===== src/rtl/ptt_pkg.sv =====
// Package for the pixel threshold trim tuner: constants, beat types and encode helper.
`timescale 1ns / 1ps

package ptt_pkg;

  localparam int COLUMNS = 64;
  localparam int ROWS    = 64;
  localparam int PIXELS  = COLUMNS * ROWS;
  localparam int ADDR_W  = (PIXELS > 1) ? $clog2(PIXELS) : 1;

  localparam int TRIM_W  = 5;
  localparam int STEP_W  = 5;
  localparam int FB_W    = 8;
  localparam int ITER_W  = 8;

  localparam logic [ITER_W-1:0] ITER_MAX = '1;

  localparam logic [1:0] ACT_INIT     = 2'd0;
  localparam logic [1:0] ACT_FEEDBACK = 2'd1;
  localparam logic [1:0] ACT_END_ITER = 2'd2;

  localparam logic [1:0] REG_STEP_START = 2'd0;
  localparam logic [1:0] REG_MIN_VALUE  = 2'd1;
  localparam logic [1:0] REG_MAX_VALUE  = 2'd2;

  localparam logic [STEP_W-1:0] STEP_START_RST = 5'd8;
  localparam logic [TRIM_W-1:0] MIN_VALUE_RST  = 5'd16;
  localparam logic [TRIM_W-1:0] MAX_VALUE_RST  = 5'd31;

  typedef struct packed {
    logic [1:0]             action;
    logic [5:0]             column;
    logic [5:0]             pixel_row;
    logic signed [FB_W-1:0] feedback_sign;
  } in_beat_t;

  typedef struct packed {
    logic              trim_sign;
    logic [3:0]        trim_dac;
    logic [TRIM_W-1:0] trim_value;
    logic [STEP_W-1:0] current_step;
    logic              done_res;
    logic [ITER_W-1:0] iteration;
  } out_beat_t;

  // sign/TDAC encoding: {sign, dac}
  function automatic logic [4:0] trim_encode(input logic [TRIM_W-1:0] v);
    logic [4:0] enc;
    if (v[4]) begin
      enc = {1'b0, v[3:0]};
    end else begin
      enc = {1'b1, ~v[3:0]};
    end
    return enc;
  endfunction

endpackage


===== src/rtl/ptt_trim_calc.sv =====
// Trim update datapath: old value minus step times feedback, clamped to 0..max.
`timescale 1ns / 1ps

module ptt_trim_calc (
  input  logic [ptt_pkg::TRIM_W-1:0]      old_val,
  input  logic [ptt_pkg::STEP_W-1:0]      step,
  input  logic signed [ptt_pkg::FB_W-1:0] feedback,
  input  logic [ptt_pkg::TRIM_W-1:0]      max_val,
  output logic [ptt_pkg::TRIM_W-1:0]      new_val
);
  import ptt_pkg::*;

  logic signed [STEP_W+FB_W:0]   prod;
  logic signed [STEP_W+FB_W+1:0] prod_x;
  logic signed [STEP_W+FB_W+1:0] old_x;
  logic signed [STEP_W+FB_W+1:0] max_x;
  logic signed [STEP_W+FB_W+1:0] diff;

  always_comb begin
    prod   = $signed({1'b0, step}) * feedback;
    prod_x = {prod[STEP_W+FB_W], prod};
    old_x  = $signed({{(STEP_W+FB_W+2-TRIM_W){1'b0}}, old_val});
    max_x  = $signed({{(STEP_W+FB_W+2-TRIM_W){1'b0}}, max_val});
    diff   = old_x - prod_x;
    if (diff[STEP_W+FB_W+1]) begin
      new_val = '0;
    end else if (diff > max_x) begin
      new_val = max_val;
    end else begin
      new_val = diff[TRIM_W-1:0];
    end
  end

endmodule


===== config.mk =====
export PLATFORM = sky130hd
export DESIGN_NAME = ptt_trim_calc
export DESIGN_NICKNAME = d
export VERILOG_FILES = /design/src/rtl/ptt_pkg.sv /design/src/rtl/ptt_trim_calc.sv
export SDC_FILE = /design/constraint.sdc
export NUM_CORES = 1
export LEC_CHECK = 0
export BUFFER_PORTS_ARGS = -buffer_cell sky130_fd_sc_hd__buf_2
export CORE_UTILIZATION = 38
export DETAILED_ROUTE_END_ITERATION = 8
export PLACE_DENSITY = 0.53
export SLEW_MARGIN = 10
export SYNTH_ARGS = -nofsm -noshare
export SYNTH_HDL_FRONTEND = slang
export SYNTH_SLANG_ARGS = --single-unit

===== constraint.sdc =====
create_clock -name vclk -period 7.4
set_input_delay 1.48 -clock vclk [all_inputs]
set_output_delay 1.48 -clock vclk [all_outputs]
set_load 0.02 [all_outputs]

# Yosys cells after proc, flatten, opt, wreduce, memory -nomap -nowiden
# Index checks and enable logic that the tools add are counted.
dict set report totals {
  register_bits 0
  in_bits 23
  out_inout_bits 5
  wordCells 5
}
dict set report classes {
  addsub 1
  mul 1
  order_cmp 1
  mux 2
}
# op n
set op_table {}
lappend op_table {{$gt 15x6->1} 1}
lappend op_table {{$sub 6x14->15} 1}
lappend op_table {{$mul 6x8->14} 1}
lappend op_table {{$mux 5} 2}

# Longest topological paths before layout
dict set report depth {
  depth_word 5
  mapped_depth 20
  depth_no_buf 19
}

# Worst setup path before layout
# OpenSTA, ideal clock, no wires.
dict set report synth_path {
  path_type {in2out}
  start {input port feedback[7] (netlist bit)}
  end {output port new_val[2] (netlist bit)}
  arrival_time_ps 5855
  required_time_ps 5920
  setup_slack_ps 65
  path_stages 19
  n_path_buf 1
  path_cell_list {nand2_1 > fa_1 > inv_1 > ha_1 > inv_1 > fa_1 > inv_1 > fa_1 > inv_1 > ha_1 > a21oi_2 > o21ai_1 > nand2_1 > or4b_1 > nor4_1 > and4_1 > and3_1 > buf_4 > mux2i_1}
}
dict set report synth_between {
  elab_chain_cells 5
}
# item line
set synth_rtl {}
lappend synth_rtl {{start: declaration} ptt_trim_calc.sv:7} ;# input logic signed [ptt_pkg::FB_W-1:0] feedback,
lappend synth_rtl {{$mul 6x8->14 *} ptt_trim_calc.sv:20} ;# prod = $signed({1'b0, step}) * feedback;
lappend synth_rtl {{$sub 6x14->15 *} ptt_trim_calc.sv:24} ;# diff = old_x - prod_x;
lappend synth_rtl {{$gt 15x6->1} ptt_trim_calc.sv:27} ;# end else if (diff > max_x) begin
lappend synth_rtl {{$mux 5} ptt_trim_calc.sv:27}
lappend synth_rtl {{$mux 5 *} ptt_trim_calc.sv:25} ;# if (diff[STEP_W+FB_W+1]) begin
lappend synth_rtl {{end: declaration} ptt_trim_calc.sv:9} ;# output logic [ptt_pkg::TRIM_W-1:0] new_val
# Mark *: on every way between the ends. The rest lies on a longest branch, timed or not.

# Final worst setup path
dict set report layout_path {
  start {input port feedback[3] (netlist bit)}
  end {output port new_val[0] (netlist bit)}
}
# The elaborated chain is that of the path after synthesis.

==> flow_summary.ini <==
[status]
status = finished clean

[cells_and_area]
flops_and_latches = 0
final_nets = 480
fillers = 592
nClkBuffers = 0
stdcell_area_um2 = 3256
seq_area_um2 = 0
fin_util_pct = 54.34
area_delta_synth_final_pct = 36.95
final_cells = 459
drive_gt1_share_pct = 34.11
antenna_cells = 0

[synthesis]
synth_area_um2 = 2377
synth_nets = 405
synth_area_leaders = fa_1 (25%), ha_1 (22%), inv_1 (13%)
yosys_warnings = 0
syn_inst = 311
ys_top_cells_by_count = inv_1 (84), ha_1 (41), nand2_1 (31)
ys_types = 46
yosysTopAreaCell = fa_1
yosysSeqAreaShare_pct = 0
yosys.area.top_type_share_pct = 25.26
synth_area_per_cell_um2 = 7.644
yosysMostFrequentCell = inv_1

[timing]
fin_crit_sh_pct = 97.61
slew-limit-headroom_pct = 79.93
finalHoldViolCount = 0
fmax_mhz = 138.4
report.final.slew_viol_count = 0
tightest_slew_ps = 298.4
setup_viol = 0
period_needed_ps = 7223
tns_ps = 0

[worst_setup_path]
end_kind = output port
worst-setup-path-type = in -> out
worstSetupStartpointType = input port
worstPathArrival_ps = 5740
required_ps = 5920
crit_fanout = 5

[detailed_routing]
drc_errors = 0
ant_nets = 0
routed_wl_mm = 5.291
via_per_inst = 4.882
routedWlPerCell_um = 11.53
num_vias = 2241
drt_iter0_drc = 80
drt-pass1-iter-count = 4

[grt]
track_usage_pct = 16.19
grt_pass1_wl_mm = 8.749
antenna_found_initial = 0
grt_max_degree = 9
grt.overflow.total = 0
grt_pass1_vias = 2112

[place]
hpwl_mm = 4.564
gp_congestion = 0.7575
placed_cells = 451
io_buffers = 28
place_area_um2 = 2892

[min_path]
hold_class = in -> out

[floorplanning]
dieHeight_um = 81.10
dieArea_um2 = 6576
ios = 28
rows = 28
start_util_pct = 39.68
die_w_um = 81.10
coreArea_um2 = 5991

[run]
maxCapViolations = 0

[power]
pwr_density_cell_nw_per_um2 = 386.6
finalPower_mw = 1.258
p_leak_nw = 1.660
ir_drop_v = 0.0001917

[clock_network]
ctsHoldBuffers = 0
## metal layers
metal	share of wire, %	global-route usage [%]
met3	1.2	0
met1	49	21.88
met5	0	0
met4	0	0
met2	50	30.59
## cell families after synthesis
family,after synthesis,share of synthesized area [%]
and+or+nand+nor,91,20.05
buffers and inverters,86,13.79
adders and majority gates,71,46.84
AOI/OAI and AO/OA,54,15.84
xor gates and xnor gates,6,2.211
muxes,3,1.263
## final timing paths
| kind | start | endpoint | slack (ps) | cells past startpoint |
|---|---|---|---|---|
| max | feedback[3] | new_val[0] | 180 | 20 |
| min | max_val[3] | new_val[3] | 3310 | 4 |
## report_power, final
| group | total, mW | switching (mW) | internal [mW] |
|---|---|---|---|
| clock | 0 | 0 | 0 |
| combinational | 1.26 | 0.606 | 0.653 |
| sequential | 0 | 0 | 0 |
| total | 1.26 | 0.606 | 0.653 |
## critical path, stage by stage
cell and delay [ps]:
buf_4 130, and2_1 160, fa_1 460, ha_1 300
inv_2 40, fa_1 550, inv_2 40, fa_2 530
inv_2 40, ha_4 160, a21oi_4 140, o21ai_2 90
nand2_1 60, or4b_4 450, nor4_2 260, and4_1 250
buf_4 120, a31oi_1 90, a211oi_2 210, buf_4 170
## area by class of cell
cell class | count | area (um^2) | area share [%]
Inverter | 84 | 315.3 | 9.685
Multi-Input combinational cell | 225 | 2296 | 70.52
Tap cell | 75 | 93.84 | 2.882
Timing Repair Buffer | 75 | 550.5 | 16.91
## through the flow
stage | hold slack, ps | worst slack (ps)
floorplan | 3145 | 64.55
global placement | 3314 | -155.4
detailed placement | 3315 | -217.4
CTS | 3316 | 7.512
global route | 3344 | -39.93
finish | 3312 | 176.6
## layout by cell type, fill, tap and decap left out, types with 3 or more instances in the layout
master / synthesis / final
a21oi_2: 4 / 4
mux2i_1: 3 / 3
nor2_1: 9 / 9
xnor2_1: 4 / 4
o21ai_0: 7 / 7
inv_1: 84 / 70
and2_4: 0 / 7
a21oi_1: 10 / 7
and2_1: 27 / 20
nand2b_1: 4 / 4
nand2_2: 0 / 5
nand2_1: 31 / 25
buf_6: 0 / 4
a21oi_4: 0 / 3
ha_1: 41 / 30
buf_2: 1 / 17
inv_2: 0 / 14
ha_4: 0 / 11
o21a_1: 4 / 4
fa_1: 30 / 28
nor2b_1: 5 / 5
buf_4: 1 / 52
o31ai_1: 3 / 3
## what timing repair did
action,4_1_cts,5_1_grt
gates cloned,0,0
resized for setup,7,72
buffers inserted,2,6
pin swaps,3,41
setup endpoints to repair,5,5
Note: power is estimated with default switching activity, not from simulation.
