[config.mk]
export PLATFORM = sky130hd
export DESIGN_NAME = ptt_ram
export DESIGN_NICKNAME = d
export VERILOG_FILES = /design/src/rtl/ptt_ram.sv
export SDC_FILE = /design/constraint.sdc
export NUM_CORES = 2
export LEC_CHECK = 0
export ABC_CLOCK_PERIOD_IN_PS = 1900
export BUFFER_PORTS_ARGS = -buffer_cell sky130_fd_sc_hd__buf_4
export CELL_PAD_IN_SITES_DETAIL_PLACEMENT = 0
export CELL_PAD_IN_SITES_GLOBAL_PLACEMENT = 2
export CORE_MARGIN = 2
export CORE_UTILIZATION = 48
export CTS_BUF_LIST = sky130_fd_sc_hd__clkbuf_8
export DETAILED_ROUTE_END_ITERATION = 16
export PLACE_DENSITY = 0.8
export SLEW_MARGIN = 30
export SYNTH_ARGS = -nofsm -noshare
export SYNTH_HDL_FRONTEND = slang
export SYNTH_SLANG_ARGS = --single-unit
[constraint.sdc]
create_clock -name clk -period 1.9 [get_ports clk]
set_input_delay 0 -clock clk [delete_from_list [all_inputs] [get_ports clk]]
set_output_delay 0 -clock clk [all_outputs]
set_load 0.02 [all_outputs]
[src/rtl/ptt_ram.sv]
// Generic single-port-write, single-port-read RAM with registered read data.
`timescale 1ns / 1ps

module ptt_ram #(
  parameter int WIDTH = 8,
  parameter int DEPTH = 256
) (
  input  logic                                     clk,
  input  logic                                     we,
  input  logic [((DEPTH > 1) ? $clog2(DEPTH) : 1)-1:0] waddr,
  input  logic [WIDTH-1:0]                         wdata,
  input  logic                                     re,
  input  logic [((DEPTH > 1) ? $clog2(DEPTH) : 1)-1:0] raddr,
  output logic [WIDTH-1:0]                         rdata
);

  logic [WIDTH-1:0] mem [DEPTH];
  logic [WIDTH-1:0] rdata_r;

  always_ff @(posedge clk) begin
    if (we) begin
      mem[waddr] <= wdata;
    end
    if (re) begin
      rdata_r <= mem[raddr];
    end
  end

  assign rdata = rdata_r;

endmodule

# Word-level counts from Yosys, hierarchy flattened
# Memory sizes are Yosys's and may differ from the RTL's. A register that Yosys moved wholly into a read port is not among the register bits.
# Cells that the tools add are included.
[op_classes] mux=2
[op_table] operator="1-bit two-way mux" n=2
[word_totals] register_bits=0 ram_bits=2048 in_bits=27 output_inout_bits=8 elab_cells=3 n_memories=1
[memory_table] memory="mem" depth=256 word_bits=8 read_ports=1 rd_clocked_by_memory_dff=1 wr=1 line="17" text="logic [WIDTH-1:0] mem [DEPTH];"

# Longest topological paths before layout
[depth] word_depth=2 depth_mapped=11 depth_no_buf=6

# Worst setup path after synthesis
# OpenSTA, ideal clock, no wires.
[synth_path] path_kind="input-to-reg" from="input port raddr[0] (netlist bit)" to="register rdata_r[2] (netlist: rdata[2]) (read register of mem), data pin" setup_ns=0.269 t_arrival_ns=1.807 required_time_ns=1.631 setup_slack_ns=-0.176 stages=9 n_path_buf=4 path_cell_list="buf_6 > buf_12 > buf_8 > buf_2 > mux4_2 > a22oi_1 > a21oi_1 > nor4_1 > nor4_2"
[synth_rtl] item="start, declared" line="13" text="input logic [((DEPTH > 1) ? $clog2(DEPTH) : 1)-1:0] raddr,"
[synth_rtl] item="end, declared" line="18" text="logic [WIDTH-1:0] rdata_r;"

==> out/results.md <==
| Stage | Item | Reported |
| --- | --- | --- |
| global routing | Number of global-route vias before repair | 42465 |
| routing | Routed via count | 41612 |
| cells and area | Nets@finish | 4664 |
| setup path | Worst reg2reg setup slack | -0.54 ns |
| routing | Uppermost metal layer occupied by signal nets | met5 |
| status | Run status | finished, violations left |
| global routing | Overall routing resource usage | 0.243 |
| cells and area | Layout overhead on the synthesized area | 18.7% |
| routing | Met3 layer wire length in the routed design | 19.7 mm |
| status | Violated checks | negative setup slack |
| cts | Number of clock buffers inserted by TritonCTS | 338 |
| routing | Average routed wire per standard cell | 28.9 microns |
| power and ir drop | Net switching power | 20.0 mW |
| worst hold path | Worst hold path class | input pin to register |
| setup path | R2R cell count | 6 |
| die | # IOs | 35 |
| place | Number of I/O port buffers | 34 |
| cells and area | Share of final-layout standard cells stronger than drive strength 1 | 0.347 |
| routing | Drt drc | 0 |
| setup path | Peak fanout along the critical path | 1 |
| timing | Count of endpoints failing setup in the final report | 8 |
| routing | Routed met2 length | 98.6 mm |
| setup path | Kind of critical path | register to register |
| timing | Maximum clock frequency | 410 MHz |
| job | Max Cap Violations | 0 |
| cts | Level count of the clock H-tree | 5 |
| timing | Unrepaired setup endpoints after global routing | true |
| timing | Clock Skew | 0.0675 ns |
| setup path | Startpoint of the most critical register-to-register path | mem[80][1] |
| power and ir drop | Peak supply drop | 0.820 mV |
| worst hold path | Hold-critical path endpoint | mem[115][2] |
| place | Post-DP HPWL | 133 mm |
| die | Die X | 411 microns |
| cts | Setup Buffers After CTS | 0 |
| die | Full die area | 169000 sq um |
| power and ir drop | Part of the total power dissipated in sequential elements | 0.557 |
| routing | Detailed-route wire length | 204 mm |
| global routing | Gr ovfl total | 0 |
| global routing | Initial antenna violation count | 11 |
| cts | Number of sinks driven by the clock tree | 2056 |
| die | Rows | 149 |
| die | Initial cell density of the core | 0.483 |
| cts | Clock latency on the worst-skew pair | 1.04 ns |
| timing | Worst Setup Slack, final | -0.537 ns |
| synth | Register bit total from synthesis | 2056 |
| synth | Synthesized Nets | 3760 |
| global routing | Wire length of the first global-routing pass | 294 mm |
| setup path | Kind of start point of the critical path | register |
| routing | Number of routed nets with antenna violations | 0 |
| synth | Number of flops mapped to enable cells by yosys | 2056 |
| synth | Unique masters post-synth | 54 |
| global routing | Largest net degree at the start of global routing | 102 |
| worst hold path | Hold path cells | 3 |
| timing | Final Critical Period | 2.44 ns |
| cells and area | Final Instance Count excl. Fillers | 7057 |
| synth | Yosys warnings | 0 |
| cts | Clock Tree Root | clkbuf_8 |
| cts | TritonCTS clock tree | built |
| timing | Number of max-slew violations in the final report | 0 |
| power and ir drop | Fraction of power spent switching nets | 0.223 |
| cells and area | Total non-filler cell area in the finished layout | 94500 sq um |
| timing | Final hold violation count | 0 |
| die | Die extent in y | 411 microns |
| timing | Least-Margin Pin Slew | 0.898 ns |
| power and ir drop | Post-layout power | 89.9 mW |
| place | Post-Place Cell Area | 87800 sq um |
| power and ir drop | Clock group share of total power | 0.381 |
| synth | Most used flip-flop cell after synthesis | edfxtp_1 |
| place | Placed cells | 6448 |
| setup path | Data required time at the worst endpoint | 2.68 ns |
| power and ir drop | Int Power | 69.9 mW |
| synth | Post-synthesis instance area | 79600 sq um |
| worst hold path | Worst hold start | wdata[2] |
| setup path | CP Capture Type | register |
| synth | Proportion of synthesized chip area in sequential cells | 0.775 |
| setup path | Worst endpoint data arrival time | 3.21 ns |
| cts | CTS max path bufs | 4 |
| timing | Final worst path period share | 1.28 |
| routing | Length of routed wiring on met1 | 80.1 mm |
| cts | Clk pin slew, worst setup/hold paths | 0.06 ns |
| power and ir drop | Pleak | 31.2 nW |
| routing | Length of the first detailed-routing pass in iterations | 5 |
| routing | Routed via count divided by cell count | 5.90 |
| synth | Fraction of registers with async set/reset | 0 |
| timing | Rel. slew slack | 0.402 |
| timing | Worst slack on hold paths | 0.0849 ns |
| routing | DRC violation total after the first TritonRoute iteration | 5013 |
| power and ir drop | Power share of the combinational group | 0.061 |
| synth | Gate count after technology mapping | 3733 |
| die | Core area | 165000 sq um |
| synth | Post-synthesis area per instance | 21.3 sq um |
| power and ir drop | Cell area power density | 951 nW/um^2 |
| place | Routability congestion estimate from global placement | 0.850 |
| setup path | FF-to-FF End | rdata[1] |
[layout make-up]
class	count	area, sq um
clock buffer	343	4720
timing repair buffer	797	7270
fill	12156	70300
sequential	2056	61700
antenna	3	7.51
inverter	2	7.51
tap	2189	2740
multi-input combinational	1442	17000
clock inverter	225	1090
[synth_stat cells, types with 3 or more instances]
cell,instances,area [sq um]
nand2b_1,8,50.1
o32ai_1,4,35.0
nor2b_1,31,194
nor4_1,24,150
o21ai_0,10,50.1
o22ai_1,28,175
nor2_1,282,1060
clkbuf_1,111,417
buf_2,31,155
buf_6,21,236
a21oi_1,96,480
or2_2,4,25.0
nand2_1,33,124
mux4_2,454,10200
edfxtp_1,2056,61700
o221ai_1,46,403
nand4_1,10,62.6
and2_1,6,37.5
buf_1,22,82.6
buf_8,13,195
mux2i_1,134,1340
a211oi_1,16,120
a22o_1,8,70.1
a22oi_1,133,998
a221oi_1,13,114
buf_12,8,160
nor4_2,3,37.5
nand3_1,34,170
o211ai_1,10,75.1
o22a_1,5,43.8
buf_4,27,203
nor3_1,22,110
[repair_timing]
| item | CTS | global route |
|---|---|---|
| hold endpoints to repair | 4081 | 0 |
| hold buffers | 40 | 0 |
| endpoints found under the setup margin | 11 | 118 |
| resized for setup | 44 | 29 |
| pin swaps | 20 | 11 |
[layout by cell type, fill, tap and decap left out, types with 5 or more instances in the layout]
cell	instances
dlygate4sd3_1	34
clkinv_1	76
nand4_1	10
a22oi_1	132
nor3_1	14
clkbuf_8	346
o221ai_1	44
mux2i_1	134
a21oi_1	93
nand3_1	34
nor2_1	276
edfxtp_1	2056
bufinv_16	7
nor2b_1	24
a221oi_2	6
o22a_1	5
a211oi_1	9
nand2_1	33
clkinvlp_4	5
buf_8	7
o21ai_0	10
nor4_1	11
nor2b_4	7
a221oi_1	7
buf_4	658
nor3_2	6
nand2b_1	7
clkinv_2	35
a22o_1	7
o22ai_1	28
a211oi_2	7
buf_6	7
mux4_2	454
o211ai_1	10
and2_1	6
inv_1	103
nor4_2	11
nor4_4	5
buf_12	88
[power groups by stage]
stage	Clock, mW	Combinational, mW	Sequential, mW
after detailed placement	0	5.29	51.1
after floorplan	0	2.51	51.0
after CTS	34.9	5.50	50.1
final	34.3	5.53	50.1
after global routing	36.8	5.82	50.1
after global placement	0	5.22	51.0
[stage by stage]
stage                      util  TNS (ns)  setup slack [ns]
final                     0.574     -3.39            -0.537
after CTS                 0.573     -8.15            -0.540
after global routing      0.574     -3.84            -0.568
after floorplan               -    -0.348           -0.0574
after detailed placement  0.533     -8.28             -1.27
after global placement    0.533     -8.64             -1.41
[state kept, by name (all words and copies together) (netlist names)]
| register | flops |
|---|---|
| rdata | 8 |
| mem | 2048 |
[kinds of logic after synthesis]
| logic type | Yosys count | synth area share |
|---|---|---|
| AND/OR/NAND/NOR | 466 | 0.0263 |
| multiplexers | 591 | 0.146 |
| flip-flops | 2056 | 0.775 |
| buffers and inverters | 235 | 0.0183 |
| AO/OA/AOI/OAI | 385 | 0.0342 |
[how the worst max path moves through the flow]
stage / startpoint / to / cells after the start
floorplan: raddr[0] / rdata[0] / 9
global placement: raddr[0] / rdata[1] / 10
detailed placement: raddr[1] / rdata[0] / 10
CTS: mem[80][1] / rdata[1] / 6
global route: mem[128][1] / rdata[1] / 7
finish: mem[80][1] / rdata[1] / 6
[critical path: stages (launching register included)]
cell      delay [ns]
edfxtp_1        0.37
mux4_2          0.50
mux4_2          0.53
nor2b_4         0.17
nor4_4          0.34
buf_4           0.21
nor4_2          0.04
[per-layer routing]
metal / vias up / GRT usage
li1: 17539 / -
met1: 21867 / 0.331
met2: 1860 / 0.388
met3: 338 / 0.0619
met4: 8 / 0.0771
met5: - / 0
Power figures use the tool's default switching activity.
